`src/rtl/tcf_pkg.sv`:
```
// Shared types, constants and tables of the triangular characteristic function block.
package tcf_pkg;

  // Status codes carried with every result.
  localparam logic [1:0] TCF_ST_OK        = 2'd0;
  localparam logic [1:0] TCF_ST_ZERO_ARG  = 2'd1;
  localparam logic [1:0] TCF_ST_BAD_ORDER = 2'd2;

  // Configuration register indexes.
  localparam logic [1:0] TCF_REG_LOWER = 2'd0;
  localparam logic [1:0] TCF_REG_PEAK  = 2'd1;
  localparam logic [1:0] TCF_REG_UPPER = 2'd2;

  localparam logic signed [31:0] TCF_LOWER_RST = 32'sd0;
  localparam logic signed [31:0] TCF_PEAK_RST  = 32'sd32768;
  localparam logic signed [31:0] TCF_UPPER_RST = 32'sd65536;

  localparam int TCF_QUEUE_DEPTH = 2;

  // Phase reduction constants in Q32.32.
  localparam logic [34:0] TWO_PI_Q32  = 35'd26986075409;
  localparam logic [34:0] HALF_PI_Q32 = 35'd6746518852;
  localparam int MOD_STEPS = 28;

  localparam int CORDIC_STEPS = 24;
  localparam logic signed [33:0] CORDIC_GAIN = 34'sd652032874;
  localparam logic signed [33:0] ONE_Q30     = 34'sd1073741824;
  localparam logic [31:0] ATAN_Q30 [CORDIC_STEPS] = '{
    32'd843314857, 32'd497837829, 32'd263043837, 32'd133525159, 32'd67021687,
    32'd33543516, 32'd16775851, 32'd8388437, 32'd4194283, 32'd2097149,
    32'd1048576, 32'd524288, 32'd262144, 32'd131072, 32'd65536, 32'd32768,
    32'd16384, 32'd8192, 32'd4096, 32'd2048, 32'd1024, 32'd512, 32'd256, 32'd128
  };

  // Product, magnitude, reduction, wrap, quadrant, rotation and output stages.
  localparam int PH_LAT   = MOD_STEPS + CORDIC_STEPS + 5;
  localparam int DIV_BITS = 63;
  localparam int DIV_LAT  = DIV_BITS + 1;
  localparam int NDIV     = 5;

  typedef struct packed {
    logic signed [31:0] a;
    logic signed [31:0] c;
    logic signed [31:0] b;
    logic signed [31:0] t;
    logic [1:0]         status;
  } item_t;

  typedef struct packed {
    logic [1:0]               status;
    logic [31:0]              u;
    logic [31:0]              w;
    logic [NDIV-1:0][31:0]    divs;
  } side_t;

  typedef struct packed {
    logic [1:0]               status;
    logic [NDIV-1:0][31:0]    divs;
  } div_side_t;

  typedef struct packed {
    logic        sat;
    logic        neg;
    logic [62:0] m;
  } div_lane_t;

endpackage

```
`src/rtl/tcf_queue.sv`:
```
// Short request queue between the front end and the arithmetic pipeline.
module tcf_queue import tcf_pkg::*; #(
  parameter int DEPTH = TCF_QUEUE_DEPTH
) (
  input  logic  clk_i,
  input  logic  rst_ni,
  input  logic  push_i,
  input  item_t item_i,
  output logic  full_o,
  input  logic  pop_i,
  output logic  valid_o,
  output item_t item_o
);

  localparam int PW = (DEPTH > 1) ? $clog2(DEPTH) : 1;
  localparam int CW = $clog2(DEPTH + 1);

  item_t          mem_q [DEPTH];
  logic [PW-1:0]  wr_q, rd_q;
  logic [CW-1:0]  count_q;
  logic           do_pop;

  assign full_o  = (count_q == CW'(DEPTH));
  assign valid_o = (count_q != '0);
  assign item_o  = mem_q[rd_q];
  assign do_pop  = pop_i && valid_o;

  always_ff @(posedge clk_i) begin
    if (push_i) begin
      mem_q[wr_q] <= item_i;
    end
  end

  always_ff @(posedge clk_i or negedge rst_ni) begin
    if (!rst_ni) begin
      wr_q    <= '0;
      rd_q    <= '0;
      count_q <= '0;
    end else begin
      if (push_i) begin
        wr_q <= (wr_q == PW'(DEPTH - 1)) ? '0 : wr_q + 1'b1;
      end
      if (do_pop) begin
        rd_q <= (rd_q == PW'(DEPTH - 1)) ? '0 : rd_q + 1'b1;
      end
      if (push_i && !do_pop) begin
        count_q <= count_q + 1'b1;
      end else if (!push_i && do_pop) begin
        count_q <= count_q - 1'b1;
      end
    end
  end

`ifndef SYNTHESIS
  a_count_bound: assert property (@(posedge clk_i) disable iff (!rst_ni)
    count_q <= CW'(DEPTH))
    else $error("queue count exceeds depth");
  a_no_push_full: assert property (@(posedge clk_i) disable iff (!rst_ni)
    full_o |-> !push_i)
    else $error("request pushed into a full queue");
`endif

endmodule

```
`config.mk`:
```
export PLATFORM = sky130hd
export DESIGN_NAME = tcf_queue
export DESIGN_NICKNAME = d
export VERILOG_FILES = /design/src/rtl/tcf_pkg.sv /design/src/rtl/tcf_queue.sv
export SDC_FILE = /design/constraint.sdc
export NUM_CORES = 1
export LEC_CHECK = 0
export BUFFER_PORTS_ARGS = -buffer_cell sky130_fd_sc_hd__buf_2
export CORE_UTILIZATION = 47
export DETAILED_ROUTE_END_ITERATION = 6
export PLACE_DENSITY_LB_ADDON = 0.2
export SLEW_MARGIN = 40
export SYNTH_ARGS = -nofsm -noshare
export SYNTH_HDL_FRONTEND = slang
export SYNTH_SLANG_ARGS = --single-unit
export TNS_END_PERCENT = 1
```
`constraint.sdc`:
```
create_clock -name clk_i -period 7 [get_ports clk_i]
set_input_delay 0.7 -clock clk_i [delete_from_list [all_inputs] [get_ports clk_i]]
set_output_delay 0.7 -clock clk_i [all_outputs]
set_load 0.1 [all_outputs]
```
==> metrics.md <==
| Metric | Value |
|---|---|
| Crit Path Category | `reg -> out` |
| Worst EP required | `6.30 ns` |
| Number of buffers inserted to repair setup after CTS | `0` |
| Result of the run | `finished clean` |
| Global-route wire length before repair | `27090 µm` |
| GRT Resource Usage Total | `16.12%` |
| FMAX | `0.2819 GHz` |
| Critical path cell sequence | `buf_12 > buf_4 > mux2_2 > buf_2` |
| Fin. max-slew vios | `0` |
| Final layout net count | `844` |
| First-iteration detailed-routing DRC count | `204` |
| Total length of routed wires | `17860 µm` |
| Mean cell area of the mapped netlist | `23.62 µm²` |
| CTS tree | `done` |
| Top library cells by usage in the layout, fill and taps aside | `buf_2 (265), edfxtp_1 (260), mux2_4 (90)` |
| Vias in the first global route | `5174` |
| Post-DP HPWL | `11820 µm` |
| Clk root buf | `clkbuf_16` |
| Compound-Gate Fraction of Synth Area | `0%` |
| PortBufs | `265` |
| Antenna violations before repair | `5` |
| Worst hold path type | `in -> reg` |
| Setup repair after global routing missed its margin | `false` |
| Number of iterations in the first detailed-routing pass | `4` |
| Worst relative slew slack | `45.25%` |
| #FFs+latches synth | `264` |
| Std cell rows | `52` |
| Pin count of the biggest net entering global routing | `83` |
| Crit path setup slack, layout | `3.452 ns` |
| Aggregate negative setup slack | `0 ns` |
| Adder-cell share of the synthesized area | `0.1258%` |
| Combinational family with the most area after synthesis | `multiplexers` |
| Worst Tran Pin Value | `0.8213 ns` |
| I/O pin total | `266` |
| Number of buffers created by CTS | `27` |
| Count of max-cap constraint violations | `0` |
| Worst path slowest cell | `dfrtp_4` |
| DP Worst Slack | `3.959 ns` |
| Core area | `20490 µm²` |
| Critical path startpoint category | `flop` |
| Worst path max stage delay | `0.65 ns` |
| Critical path arrival | `2.85 ns` |
| Htree depth | `1` |
| Final min period | `3.548 ns` |
| Sequential-to-total area share from yosys stat | `79.51%` |
| Maximum fanout encountered on the critical timing path | `43` |
| Starting Density | `48.53%` |
| Share of cell area taken by muxes after synthesis | `18.12%` |
| Post_cts resized | `0` |
| Final worst path period share | `50.68%` |
| Drt wl/cell | `17.77 µm` |
| Total vias in the final route | `4926` |
| Clock transition at the registers of the reported paths | `0.06 ns` |
| Number of hold-slack violations in the final timing report | `0` |
| Synth-to-Final Area Change | `25.06%` |
| Most common library cell in the layout ignoring fill and taps | `buf_2` |
| Global placement routability congestion | `0.7390` |
| Simple logic cell fraction of the synthesized area | `0.3271%` |
| Net count of the mapped netlist | `556` |
| Largest delay contributor family on the critical path | `buffers and inverters` |
| Yosys warning total | `0` |
| Clock insertion delay at the later pin of the skew report | `0.52 ns` |
| Post-detailed-route via-to-cell ratio | `4.901` |
| Hold Buf Count CTS | `1` |
| Clock net sink count | `264` |
| Remaining DRCs | `0` |
| Layout cell share with drive strength beyond 1 | `60.68%` |
| Count of mapped cells out of synthesis | `421` |
| Xor and xnor fraction of the mapped netlist area | `0.4403%` |
| Count of fill cells added during filler insertion | `1520` |
| Floorplan die height | `147.5 µm` |
| Chip width | `147.5 µm` |
| Antenna-violating nets left | `0` |
| Critical path buffer and inverter count | `3` |
| Number of distinct library cell variants in the gate-level netlist after synthesis | `15` |
| Area of the mapped netlist | `9946 µm²` |
| Util after Layout | `60.69%` |
| Final setup violating endpoints | `0` |
| Grt ovf | `0` |
| Maximum buffer depth of the clock tree | `3` |
| Maximum clock skew at final layout | `0.009570 ns` |
| Die outline area | `21750 µm²` |
| Type of element capturing the critical path | `output port` |
[layer usage]
metal | GRT usage, % | wire length, µm | vias up
met5 | 0 | 26 | -
met1 | 20.77 | 7404 | 2409
met4 | 4.536 | 434 | 4
li1 | - | - | 2258
met2 | 26.01 | 8346 | 220
met3 | 5.556 | 1642 | 35
[final cells by class]
cell class,count,area (µm²),share of cell area (%)
antenna,5,12.51,0.1006
clock buffer,33,698.2,5.613
clock inverter,17,128.9,1.036
multi-input combinational,142,1901,15.28
sequential,264,7911,63.61
tap,270,337.8,2.716
timing repair buffer,274,1449,11.65
[registers in the layout, indices dropped and copies added, names as in the netlist]
signal   flops
mem_q      260
count_q      2
wr_q         1
rd_q         1
[final timing paths]
check / from / end / slack [ns] / depth (start not counted)
setup / recovery: rd_q$_DFFE_PN0P_ / item_o[2] / 3.45 / 4
hold reg to reg: count_q[1]$_DFFE_PN0P_ / count_q[1]$_DFFE_PN0P_ / 0.51 / 1
min in group asynchronous: rst_ni / wr_q$_DFFE_PN0P_ / 0.56 / 2
setup reg to reg: wr_q$_DFFE_PN0P_ / mem_q[1][98]$_DFFE_PP_ / 4.77 / 2
max in group asynchronous: rst_ni / rd_q$_DFFE_PN0P_ / 6.30 / 2
hold / removal: item_i[13] / mem_q[1][13]$_DFFE_PP_ / 0.36 / 1
[cells in the mapped netlist]
master,count,area share (%)
nor2b_1,2,0.13
or2_2,1,0.063
nor2_1,1,0.038
mux2_2,40,4.5
dfrtp_1,4,1.0
xor2_1,3,0.26
xnor2_1,2,0.18
edfxtp_1,260,79
ha_1,1,0.13
buf_2,4,0.20
mux2_4,90,14
nand2_1,1,0.038
and2_1,1,0.063
buf_6,10,1.1
buf_8,1,0.15
[cell families (layout without fill, tap and decap cells)]
family	count (synthesis)	in the layout
fa+ha+maj	1	1
mux	130	130
simple gates	6	6
xor+xnor	5	5
flops	264	264
buf+inv	15	324
other cells	0	5
[per-stage QoR]
stage                     instances  hold WS [ns]  instance area, µm²
after floorplan                 421        0.4044                9946
after global placement          946        0.4669               11510
after detailed placement        948        0.4912               11560
after CTS                       999        0.3387               12400
after global routing           1001        0.3342               12430
final                          1005        0.3622               12440
Power is left out: the tool's default activity adds up to more than one toggle a clock period on the data nets, which glitch-free logic cannot reach.
