<file path="config.mk">
export PLATFORM = sky130hd
export DESIGN_NAME = tcf_front
export DESIGN_NICKNAME = d
export VERILOG_FILES = /design/src/rtl/tcf_pkg.sv /design/src/rtl/tcf_front.sv
export SDC_FILE = /design/constraint.sdc
export NUM_CORES = 1
export LEC_CHECK = 0
export BUFFER_PORTS_ARGS = -buffer_cell sky130_fd_sc_hd__buf_2
export CORE_MARGIN = 2
export CORE_UTILIZATION = 30
export DETAILED_ROUTE_END_ITERATION = 7
export GPL_ROUTABILITY_DRIVEN = 0
export REMOVE_ABC_BUFFERS = 1
export SYNTH_ARGS = -nofsm -noshare
export SYNTH_HDL_FRONTEND = slang
export SYNTH_SLANG_ARGS = --single-unit
</file>
<file path="constraint.sdc">
create_clock -name clk_i -period 4.9 [get_ports clk_i]
set_input_delay 0.245 -clock clk_i [delete_from_list [all_inputs] [get_ports clk_i]]
set_output_delay 0.245 -clock clk_i [all_outputs]
set_load 0.02 [all_outputs]
</file>
<file path="src/rtl/tcf_pkg.sv">
// Shared types, constants and tables of the triangular characteristic function block.
package tcf_pkg;

  // Status codes carried with every result.
  localparam logic [1:0] TCF_ST_OK        = 2'd0;
  localparam logic [1:0] TCF_ST_ZERO_ARG  = 2'd1;
  localparam logic [1:0] TCF_ST_BAD_ORDER = 2'd2;

  // Configuration register indexes.
  localparam logic [1:0] TCF_REG_LOWER = 2'd0;
  localparam logic [1:0] TCF_REG_PEAK  = 2'd1;
  localparam logic [1:0] TCF_REG_UPPER = 2'd2;

  localparam logic signed [31:0] TCF_LOWER_RST = 32'sd0;
  localparam logic signed [31:0] TCF_PEAK_RST  = 32'sd32768;
  localparam logic signed [31:0] TCF_UPPER_RST = 32'sd65536;

  localparam int TCF_QUEUE_DEPTH = 2;

  // Phase reduction constants in Q32.32.
  localparam logic [34:0] TWO_PI_Q32  = 35'd26986075409;
  localparam logic [34:0] HALF_PI_Q32 = 35'd6746518852;
  localparam int MOD_STEPS = 28;

  localparam int CORDIC_STEPS = 24;
  localparam logic signed [33:0] CORDIC_GAIN = 34'sd652032874;
  localparam logic signed [33:0] ONE_Q30     = 34'sd1073741824;
  localparam logic [31:0] ATAN_Q30 [CORDIC_STEPS] = '{
    32'd843314857, 32'd497837829, 32'd263043837, 32'd133525159, 32'd67021687,
    32'd33543516, 32'd16775851, 32'd8388437, 32'd4194283, 32'd2097149,
    32'd1048576, 32'd524288, 32'd262144, 32'd131072, 32'd65536, 32'd32768,
    32'd16384, 32'd8192, 32'd4096, 32'd2048, 32'd1024, 32'd512, 32'd256, 32'd128
  };

  // Product, magnitude, reduction, wrap, quadrant, rotation and output stages.
  localparam int PH_LAT   = MOD_STEPS + CORDIC_STEPS + 5;
  localparam int DIV_BITS = 63;
  localparam int DIV_LAT  = DIV_BITS + 1;
  localparam int NDIV     = 5;

  typedef struct packed {
    logic signed [31:0] a;
    logic signed [31:0] c;
    logic signed [31:0] b;
    logic signed [31:0] t;
    logic [1:0]         status;
  } item_t;

  typedef struct packed {
    logic [1:0]               status;
    logic [31:0]              u;
    logic [31:0]              w;
    logic [NDIV-1:0][31:0]    divs;
  } side_t;

  typedef struct packed {
    logic [1:0]               status;
    logic [NDIV-1:0][31:0]    divs;
  } div_side_t;

  typedef struct packed {
    logic        sat;
    logic        neg;
    logic [62:0] m;
  } div_lane_t;

endpackage

</file>
<file path="src/rtl/tcf_front.sv">
// Front end: configuration registers, argument intake and status classification.
module tcf_front import tcf_pkg::*; (
  input  logic        clk_i,
  input  logic        rst_ni,
  input  logic        cfg_we_i,
  input  logic [1:0]  cfg_idx_i,
  input  logic [31:0] cfg_data_i,
  input  logic        s_axis_tvalid,
  output logic        s_axis_tready,
  input  logic [31:0] s_axis_tdata,   // arg_in
  input  logic        q_full_i,
  output logic        push_o,
  output item_t       item_o
);

  logic signed [31:0] lower_q, peak_q, upper_q;

  always_ff @(posedge clk_i or negedge rst_ni) begin
    if (!rst_ni) begin
      lower_q <= TCF_LOWER_RST;
      peak_q  <= TCF_PEAK_RST;
      upper_q <= TCF_UPPER_RST;
    end else if (cfg_we_i) begin
      unique case (cfg_idx_i)
        TCF_REG_LOWER: lower_q <= cfg_data_i;
        TCF_REG_PEAK:  peak_q  <= cfg_data_i;
        TCF_REG_UPPER: upper_q <= cfg_data_i;
        default: ;
      endcase
    end
  end

  assign s_axis_tready = !q_full_i;
  assign push_o        = s_axis_tvalid && !q_full_i;

  always_comb begin
    item_o.a = lower_q;
    item_o.c = peak_q;
    item_o.b = upper_q;
    item_o.t = s_axis_tdata;
    // Bound ordering is checked before the zero argument.
    priority if (!(lower_q < peak_q && peak_q < upper_q)) begin
      item_o.status = TCF_ST_BAD_ORDER;
    end else if (s_axis_tdata == '0) begin
      item_o.status = TCF_ST_ZERO_ARG;
    end else begin
      item_o.status = TCF_ST_OK;
    end
  end

endmodule

</file>
==> results.md, run 1 <==
* Via count of the first global-routing pass at 4354
* Post-Syn Instances at 475
* Worst reg2reg setup slack at 4.07 ns
* Worst Setup EP: item_o[0]
* Number of DRC violations after detailed-routing iteration 0 at 86
* Final-layout fill cell count at 1818
* Critical path origin: peak_q[30]
* Antenna violations before repair at 2
* Top library cells by usage in the layout, fill and taps aside: sky130_fd_sc_hd__buf_2 (201), sky130_fd_sc_hd__dfrtp_1 (94), sky130_fd_sc_hd__mux2_2 (84), sky130_fd_sc_hd__inv_1 (66), sky130_fd_sc_hd__ha_1 (62)
* Status: complete, no violations
* Floorplan core area at 17900 um2
* Clk pin slew, worst setup/hold paths at 0.07 ns
* Post-CTS Setup Bufs at 0
* VDD IR max at 0.182 mV
* Cells traversed along the worst timing path: inv_1 > ha_1 > nand4_1 > nor4_1 > o21ai_0 > a31oi_1 > o2bb2ai_1 > and3_1 > buf_2
* WHS at between 0.015 and 0.02 ns
* Period Utilization, post-route at 63.5%
* YS warnings at 0
* Cts hold-fix bufs at 0
* Effective utilization at floorplan at 30.4%
* Global router's overall resource usage at 16.2%
* Routed wire length at 15600 um
* Antenna Nets Post-Route at 0
* Worst-path cell with the longest stage delay: sky130_fd_sc_hd__nor4_1
* Routed wirelength normalized by instance count at 17.6 um
* Placement Cell Area at 6500 um2
* Setup WS pre-CTS at 2.05 ns
* RR Endpoint: peak_q[30]
* Share of synthesized area occupied by flip-flops and latches at 44.1%
* Area of the mapped netlist at about 5400 um2
* Count of pins on the block boundary at 203
* Leakage power summed over all cells at about 3.5 nW
* Number of max-slew violations in the final report at 0
* Maximum number of pins on one net before global-route repair at 68
* Final Total Pwr at 2.90 mW
* Unrepaired setup endpoints after global routing: no
* Total vias in the final route at 4178
* Share of cells above drive strength 1 at ~47%
* Count of unresolved DRC violations after routing at 0
* Synthesized area per cell at 11.5 um2
* Critical R2R Launch: peak_q[30]
* Drt pass-1 iters at 4
* Number of enable flip-flop cells after synthesis at 0
* Setup violations, final at 0
* Total grt overflow at 0
* Final worst path period need at 3.11 ns
* Number of input and output port buffers inserted at 202
* Maximum cell stage delay along the critical path at about 0.48 ns
* CTS H-tree lvls at 3
* Maximum fanout count along the critical path at 4
* Actual transition at the worst max-transition pin at 0.890 ns
* Inst Count DP at 869
* Number of cells traversed by the worst register-to-register path at 1
* Non-filler instance count after layout at 887
* Worst path required time at 4.66 ns
* Number of buffers created by CTS at 9
* Worst clock skew at 0 ns
* Number of vias per cell at 4.71
* Crit path launch type: register
* CTS resizes at 0
* Number of distinct library cell variants in the gate-level netlist after synthesis at 37
* Worst skew pair latency at 0.34 ns
* Final core utilization at 38.1%
* TritonCTS Sinks at 96
* Ys async rst share at 100%
* Count of state elements after synthesis at 96
* Pwr/cell area at 425 nW/um2
* Area added between synthesis and finish at 25.1%
* CTS tree: done
* Total Die Area at 19300 um2
* Die width at 139 um
* Worst EP arrival at 2.87 ns
* Min-delay worst type: in -> async
* Final HPWL from detailed placement at 12100 um
* Number of maximum-capacitance violations at 0
* Setup tns final at 0 ns
* Setup WS post-layout at 1.79 ns
* Commonest non-fill, non-tap cell in the layout: sky130_fd_sc_hd__buf_2
* Longest Clk Path Bufs at 2
* Post-route cell area at 6810 um2
* Clock tree root driver cell: sky130_fd_sc_hd__clkbuf_16
* Number of hold-slack violations in the final timing report at 0
* Fmax achieved at 321 MHz
* Vert. Die Dim at roughly 140 um
* Synth Flop Type: sky130_fd_sc_hd__dfrtp_1
* Nets at 784
* First-pass GRT wire length at 24200 um
* Category of the critical setup timing path: reg -> out
* Category of the worst setup path capture point: output port
* Worst relative slew slack at 40.7%
* Number of placement rows at 49
-- layer usage --
| metal | vias to the layer above | wire [um] | global-route usage, % |
|---|---|---|---|
| met1 | 2014 | 6270 | 18.1 |
| li1 | 1987 | - | - |
| met3 | 23 | 1120 | 5.35 |
| met2 | 154 | 7720 | 28.7 |
| met4 | 0 | 534 | 6.17 |
| met5 | - | 0 | 0 |
-- registers in the layout, summed over array words and instances (netlist names) --
name and cells:
lower_q 32, peak_q 32, upper_q 32
-- cell families after synthesis --
| family | Yosys count | share of synthesized area (%) |
|---|---|---|
| buffers and inverters | 108 | 9.85 |
| multiplexers | 97 | 20.0 |
| flip-flops | 96 | 44.1 |
| adder cells (fa/ha/maj) | 62 | 14.2 |
| AND/OR/NAND/NOR | 59 | 5.72 |
| AO/OA/AOI/OAI | 53 | 6.02 |
-- power breakdown --
part | internal, mW | switching, mW
combinational | 0.439 | 0.636
sequential | 0.946 | 0.135
clock | 0.425 | 0.314
-- worst min path at each step --
| stage | slack (ns) | to | cells after the start | start |
|---|---|---|---|---|
| global placement | 0.43 | peak_q[24] | 1 | rst_ni |
| CTS | 0.07 | lower_q[27] | 1 | rst_ni |
| finish | 0.02 | peak_q[24] | 1 | rst_ni |
| global route | 0.08 | peak_q[24] | 1 | rst_ni |
| detailed placement | 0.44 | peak_q[24] | 1 | rst_ni |
| floorplan | -0.05 | lower_q[0] | 0 | rst_ni |
-- area by class of cell --
type	instances	area (um2)	area share, %
multi-input combinational	271	2510	36.9
tap	229	287	4.20
clock inverter	4	52.6	0.771
antenna	2	5.00	0.0734
clock buffer	12	256	3.76
inverter	67	251	3.69
sequential	96	2400	35.3
timing repair buffer	206	1040	15.3
-- Yosys cell counts, types with 5 or more instances --
cell                      count  area (um2)
sky130_fd_sc_hd__inv_1       66         248
sky130_fd_sc_hd__o21ai_0      9        45.0
sky130_fd_sc_hd__nor4_1      10        62.6
sky130_fd_sc_hd__a21oi_1     21         105
sky130_fd_sc_hd__mux2_2      84         946
sky130_fd_sc_hd__mux2_1      13         146
sky130_fd_sc_hd__buf_2        9        45.0
sky130_fd_sc_hd__nand4_1      8        50.1
sky130_fd_sc_hd__buf_4       32         240
sky130_fd_sc_hd__ha_1        62         776
sky130_fd_sc_hd__nand2_1     17        63.8
sky130_fd_sc_hd__dfrtp_1     94        2350
sky130_fd_sc_hd__nand3_1      5        25.0
sky130_fd_sc_hd__nor2_1       8        30.0
-- worst max-delay path: cells and delay by family (launching register included) --
kind	cells	cell delay, ns
fa+ha+maj	1	0.29
flops	1	0.43
compound gates	3	0.72
simple gates	3	0.86
buf+inv	2	0.21
Note: power is estimated with default switching activity, not from simulation.
==> inputs of run 2 (changes only) <==
- clock period: 4.9 -> 2.5 ns (I/O delays scaled with it)
==> results.md, run 2 (same netlist as run 1, synthesis figures left out) <==
* Status: complete, no violations
* Worst path required time at 2.38 ns
* Pwr/cell area at 845 nW/um2
* Count of unresolved DRC violations after routing at 0
* Global router's overall resource usage at 16.2%
* Top library cells by usage in the layout, fill and taps aside: sky130_fd_sc_hd__buf_2 (199), sky130_fd_sc_hd__dfrtp_1 (94), sky130_fd_sc_hd__mux2_2 (84), sky130_fd_sc_hd__inv_1 (66), sky130_fd_sc_hd__ha_1 (57)
* Number of hold-slack violations in the final timing report at 0
* Critical R2R Launch: peak_q[14]
* Cell type group with the largest total delay on the critical path: compound AO/OA/AOI/OAI gates
* Category of the worst setup path capture point: output port
* Antenna Nets Post-Route at 0
* Number of buffers created by CTS at 9
* RR Endpoint: peak_q[14]
* Total grt overflow at 0
* Worst path bufs/invs at 2
* Period Utilization, post-route at a little over nine tenths
* First-pass GRT wire length at 24200 um
* Drt pass-1 iters at 4
* Number of cells traversed by the worst register-to-register path at 2
* Setup violations, final at 0
* Number of placement rows at 49
* Floorplan core area at 17900 um2
* Effective utilization at floorplan at 30.4%
* Crit path launch type: register
* Final-layout fill cell count at 1769
* Min-delay worst type: in -> reg
* Leakage power summed over all cells at roughly 3.6 nW
* Actual transition at the worst max-transition pin at 0.556 ns
* Count of antenna diodes in the layout at 0
* Worst Setup EP: item_o[0]
* CTS tree: done
* Clock tree root driver cell: sky130_fd_sc_hd__clkbuf_16
* Number of DRC violations after detailed-routing iteration 0 at 85
* Number of max-slew violations in the final report at 0
* Setup tns final at 0 ns
* Total Die Area at 19300 um2
* Fmax achieved at approximately 410 MHz
* Category of the critical setup timing path: reg -> out
* Longest Clk Path Bufs at 2
* Number of stages on the worst setup path at 9
* Worst skew pair latency at 0.34 ns
* Antenna violations before repair at 0
* CTS H-tree lvls at 3
* Cells traversed along the worst timing path: buf_6 > ha_4 > nand4_1 > nor3_4 > a221oi_2 > a31oi_4 > o21ai_2 > and3_1 > buf_6
* Non-filler instance count after layout at 894
* Unrepaired setup endpoints after global routing: yes
* Via count of the first global-routing pass at 4361
* WHS at 0.0273 ns
* Commonest non-fill, non-tap cell in the layout: sky130_fd_sc_hd__buf_2
* Largest registers: lower_q: 32 flops, peak_q: 32 flops, upper_q: 32 flops
* TritonCTS Sinks at 96
* Final HPWL from detailed placement at 12100 um
* Count of pins on the block boundary at 203
* Die width at 139 um
* Share of cells above drive strength 1 at between 50% and 60%
* Met1 track utilization from global routing at 18.2%
* Met3 capacity usage during global routing at 4.52%
* Vert. Die Dim at 139 um
* Most congested layer reported by global routing: met2
* Worst EP arrival at 2.32 ns
* Nets at approximately 790
* Maximum cell stage delay along the critical path at 0.55 ns
* Routed wirelength normalized by instance count at 17.5 um
* Number of maximum-capacitance violations at 0
* Inst Count DP at 870
* Number of vias per cell at between 4 and 5
* Total vias in the final route at around 4300
* Maximum fanout count along the critical path at 3
* Most used cell along the critical path: sky130_fd_sc_hd__buf_6
* Worst clock skew at 0 ns
* Maximum number of pins on one net before global-route repair at 61
* Clk pin slew, worst setup/hold paths at 0.06 ns
* Worst reg2reg setup slack at about 1.6 ns
* VDD IR max at approximately 0.37 mV
* Met2 layer usage reported by global route at 29.3%
* Number of input and output port buffers inserted at roughly 200
* Final worst path period need at 2.45 ns
* Area added between synthesis and finish at 31.0%
* Critical path origin: peak_q[15]
* Worst relative slew slack at 62.9%
* Routed wire length at 15700 um
* Worst-path cell with the longest stage delay: sky130_fd_sc_hd__dfstp_2
==> run 2: changes by cell type in the layout (fill, tap and decap cells not counted), moves of 5 or more <==
cell                      change
sky130_fd_sc_hd__a21oi_1      -5
sky130_fd_sc_hd__a21oi_2      +5
sky130_fd_sc_hd__buf_4        +5
sky130_fd_sc_hd__ha_1         -5
sky130_fd_sc_hd__ha_4         +5
sky130_fd_sc_hd__o21ai_0      -5
sky130_fd_sc_hd__o21ai_2      +5
==> run 2: area by class of cell <==
cell class              instances  area [um2]  share of cell area [%]
clock buffers                  12         267                    3.73
multi-input cells             271        2710                    37.9
flip-flops and latches         96        2400                    33.7
well taps                     229         287                    4.02
repair buffers                215        1150                    16.1
inverters                      67         251                    3.52
clock inverters                 4        75.1                    1.05
==> run 2: power by group <==
group          leakage (nW)  internal (mW)  total [mW]  switching (mW)
combinational          2.30          0.983        2.35            1.36
clock                 0.161          0.959        1.56           0.601
sequential             1.13           1.85        2.12           0.265
==> run 2: repair_timing <==
item	in CTS	in global routing
setup endpoints to repair	2	2
hold buffers	1	0
endpoints found under the hold margin	35	0
buffers inserted	4	3
resized for setup	23	18
pin swaps	14	6
==> run 2: through the flow <==
step | setup WS, ns | utilization [%] | total power, mW | instance area, um2
finish | 0.0533 | 39.9 | 6.03 | 7140
global route | -0.119 | 39.9 | 6.46 | 7140
CTS | -0.00743 | 39.2 | 6.03 | 7020
detailed placement | -0.0685 | 36.4 | 4.32 | 6520
global placement | -0.0615 | 36.4 | 4.30 | 6520
floorplan | 0.445 | - | 3.42 | 5160
==> run 2: worst min-delay path by stage <==
stage / start / to / slack (ns) / cells past startpoint
after floorplan: rst_ni / lower_q[0] / -0.17 / 0
after global placement: rst_ni / upper_q[25] / 0.13 / 1
after detailed placement: rst_ni / upper_q[25] / 0.13 / 1
after CTS: cfg_data_i[10] / lower_q[10] / 0.01 / 2
after global routing: cfg_data_i[6] / lower_q[6] / 0.02 / 2
final: cfg_data_i[10] / lower_q[10] / 0.03 / 2
==> run 2: metal layers <==
layer  vias up  share of wire (%)
met5         -                  0
met4         0                2.8
met3        18                6.7
met2       157                 51
met1      2099                 40
li1       2005                  -
==> run 2: worst reg2reg max path: cells and delay by family, from the launching register on <==
family	cells	cell delay (ns)
DFF	1	0.43
buffers and inverters	1	0.14
muxes	1	0.25
==> inputs of run 3 (changes only) <==
- PLACE_DENSITY_LB_ADDON: unset -> 0.12
- RECOVER_POWER: unset -> 100
==> results.md, run 3 (same netlist as run 1, synthesis figures left out) <==
* Status: complete, no violations
* Drt pass-1 iters at 4
* Final HPWL from detailed placement at 12000 um
* Share of cells above drive strength 1 at 33.8%
* CTS tree: done
* Worst clock skew at 0 ns
* Die width at 139 um
* Category of the critical setup timing path: reg -> out
* TritonCTS Sinks at 96
* Unrepaired setup endpoints after global routing: yes
* Cells traversed along the worst timing path: inv_1 > ha_4 > nand2_2 > o21ai_1 > a211oi_2 > a31oi_4 > o2bb2ai_4 > and3_4 > buf_6
* RR Endpoint: lower_q[26]
* Number of cells traversed by the worst register-to-register path at 2
* Actual transition at the worst max-transition pin at 1.22 ns
* Count of pins on the block boundary at 203
* Top library cells by usage in the layout, fill and taps aside: sky130_fd_sc_hd__clkbuf_1 (131), sky130_fd_sc_hd__dfrtp_1 (94), sky130_fd_sc_hd__mux2_2 (84), sky130_fd_sc_hd__buf_2 (68), sky130_fd_sc_hd__inv_1 (65)
* Maximum number of pins on one net before global-route repair at 52
* Setup tns final at 0 ns
* Total vias in the final route at 4270
* Placement Cell Area at ~6500 um2
* Final worst path period need at 2.50 ns
* Commonest non-fill, non-tap cell in the layout: sky130_fd_sc_hd__clkbuf_1
* Worst path required time at roughly 2.4 ns
* Nets at 800
* Pwr/cell area at between 800 and 900 nW/um2
* Critical R2R Launch: lower_q[26]
* Setup WS pre-CTS at -0.00724 ns
* Worst skew pair latency at 0.35 ns
* Antenna Nets Post-Route at 0
* Final-layout fill cell count at 1887
* Worst EP arrival at 2.37 ns
* Count of unresolved DRC violations after routing at 0
* Worst Setup EP: item_o[0]
* Count of antenna diodes in the layout at 0
* Total grt overflow at 0
* Maximum fanout count along the critical path at 3
* Category of the worst setup path capture point: output port
* Via count of the first global-routing pass at 4402
* Leakage power summed over all cells at 3.24 nW
* Number of placement rows at 49
* Inst Count DP at 869
* First-pass GRT wire length at roughly 25000 um
* Worst-path cell with the longest stage delay: sky130_fd_sc_hd__dfstp_2
* Global router's overall resource usage at 16.5%
* Number of vias per cell at 4.74
* Area added between synthesis and finish at 28.4%
* Antenna violations before repair at 0
* Min-delay worst type: in -> reg
* Number of maximum-capacitance violations at 0
* WHS at 0.0179 ns
* Floorplan core area at 17900 um2
* Longest Clk Path Bufs at 2
* Routed wirelength normalized by instance count at 17.8 um
* Worst relative slew slack at 18.9%
* Number of hold-slack violations in the final timing report at 0
* Fmax achieved at 400 MHz
* Total Die Area at 19300 um2
* Effective utilization at floorplan at between 30% and 40%
* Clock tree root driver cell: sky130_fd_sc_hd__clkbuf_16
* Setup WS post-layout at between 0.002 and 0.0025 ns
* Clk pin slew, worst setup/hold paths at 0.07 ns
* Setup violations, final at 0
* Number of DRC violations after detailed-routing iteration 0 at between 70 and 80
* Worst reg2reg setup slack at 1.57 ns
* Critical path origin: peak_q[15]
* Number of buffers created by CTS at 9
* Routed wire length at 16000 um
* Largest registers: lower_q: 32 flops, peak_q: 32 flops, upper_q: 32 flops
* VDD IR max at 0.330 mV
* Number of input and output port buffers inserted at 202
* CTS H-tree lvls at 3
* Number of max-slew violations in the final report at 0
* Post-route cell area at 7000 um2
* Vert. Die Dim at 139 um
* Final core utilization at 39.1%
* Crit path launch type: register
* Non-filler instance count after layout at 901
* Maximum cell stage delay along the critical path at 0.56 ns
* Final Total Pwr at 5.81 mW
* Period Utilization, post-route at 99.9%
==> run 3: cell type report <==
| type | count | area [um2] | share of cell area, % |
|---|---|---|---|
| Multi-Input combinational cell | 271 | 2760 | 39.4 |
| Sequential cell | 96 | 2400 | 34.4 |
| Clock inverter | 5 | 38.8 | 0.554 |
| Inverter | 67 | 251 | 3.59 |
| Timing Repair Buffer | 222 | 1000 | 14.4 |
| Clock buffer | 11 | 253 | 3.61 |
| Tap cell | 229 | 287 | 4.10 |
==> run 3: worst min-delay path by stage <==
stage	depth (start not counted)	end	slack (ns)	start
3_5_place_dp	1	upper_q[21]	0.19	rst_ni
6_report	2	lower_q[5]	0.02	cfg_data_i[5]
5_1_grt	2	lower_q[5]	0.02	cfg_data_i[5]
4_1_cts	2	lower_q[6]	0.003	cfg_data_i[6]
3_3_place_gp	1	upper_q[21]	0.18	rst_ni
2_1_floorplan	0	lower_q[0]	-0.17	rst_ni
==> run 3: power breakdown <==
part | internal, mW | leakage (nW) | total [mW] | switching [mW]
sequential | 1.85 | 1.13 | 2.13 | 0.279
combinational | 0.923 | 1.96 | 2.32 | 1.40
clock | 0.735 | 0.142 | 1.36 | 0.622
total | 3.51 | 3.24 | 5.81 | 2.30
==> run 3: timing repair <==
action | CTS | global route
endpoints found under the setup margin | 2 | 2
buffers inserted | 9 | 6
pin swaps | 13 | 16
cloned | 0 | 0
hold endpoints to repair | 45 | 0
hold buffers | 1 | 0
gates resized for setup | 26 | 22
==> run 3: metal layers <==
layer	global-route usage [%]	part of all wire [%]	vias to the layer above
met5	0	0	-
met4	6.27	2.4	0
met3	4.21	6.8	16
met2	29.8	51	157
met1	18.8	40	2084
li1	-	-	2013
==> run 3: critical path: cells and delay by family, from the launching register on <==
| kind | cells | cell delay, ns |
|---|---|---|
| AOI/OAI and AO/OA | 4 | 0.72 |
| DFF | 1 | 0.56 |
| and+or+nand+nor | 2 | 0.30 |
| adders and majority gates | 1 | 0.25 |
| buffers and inverters | 2 | 0.19 |
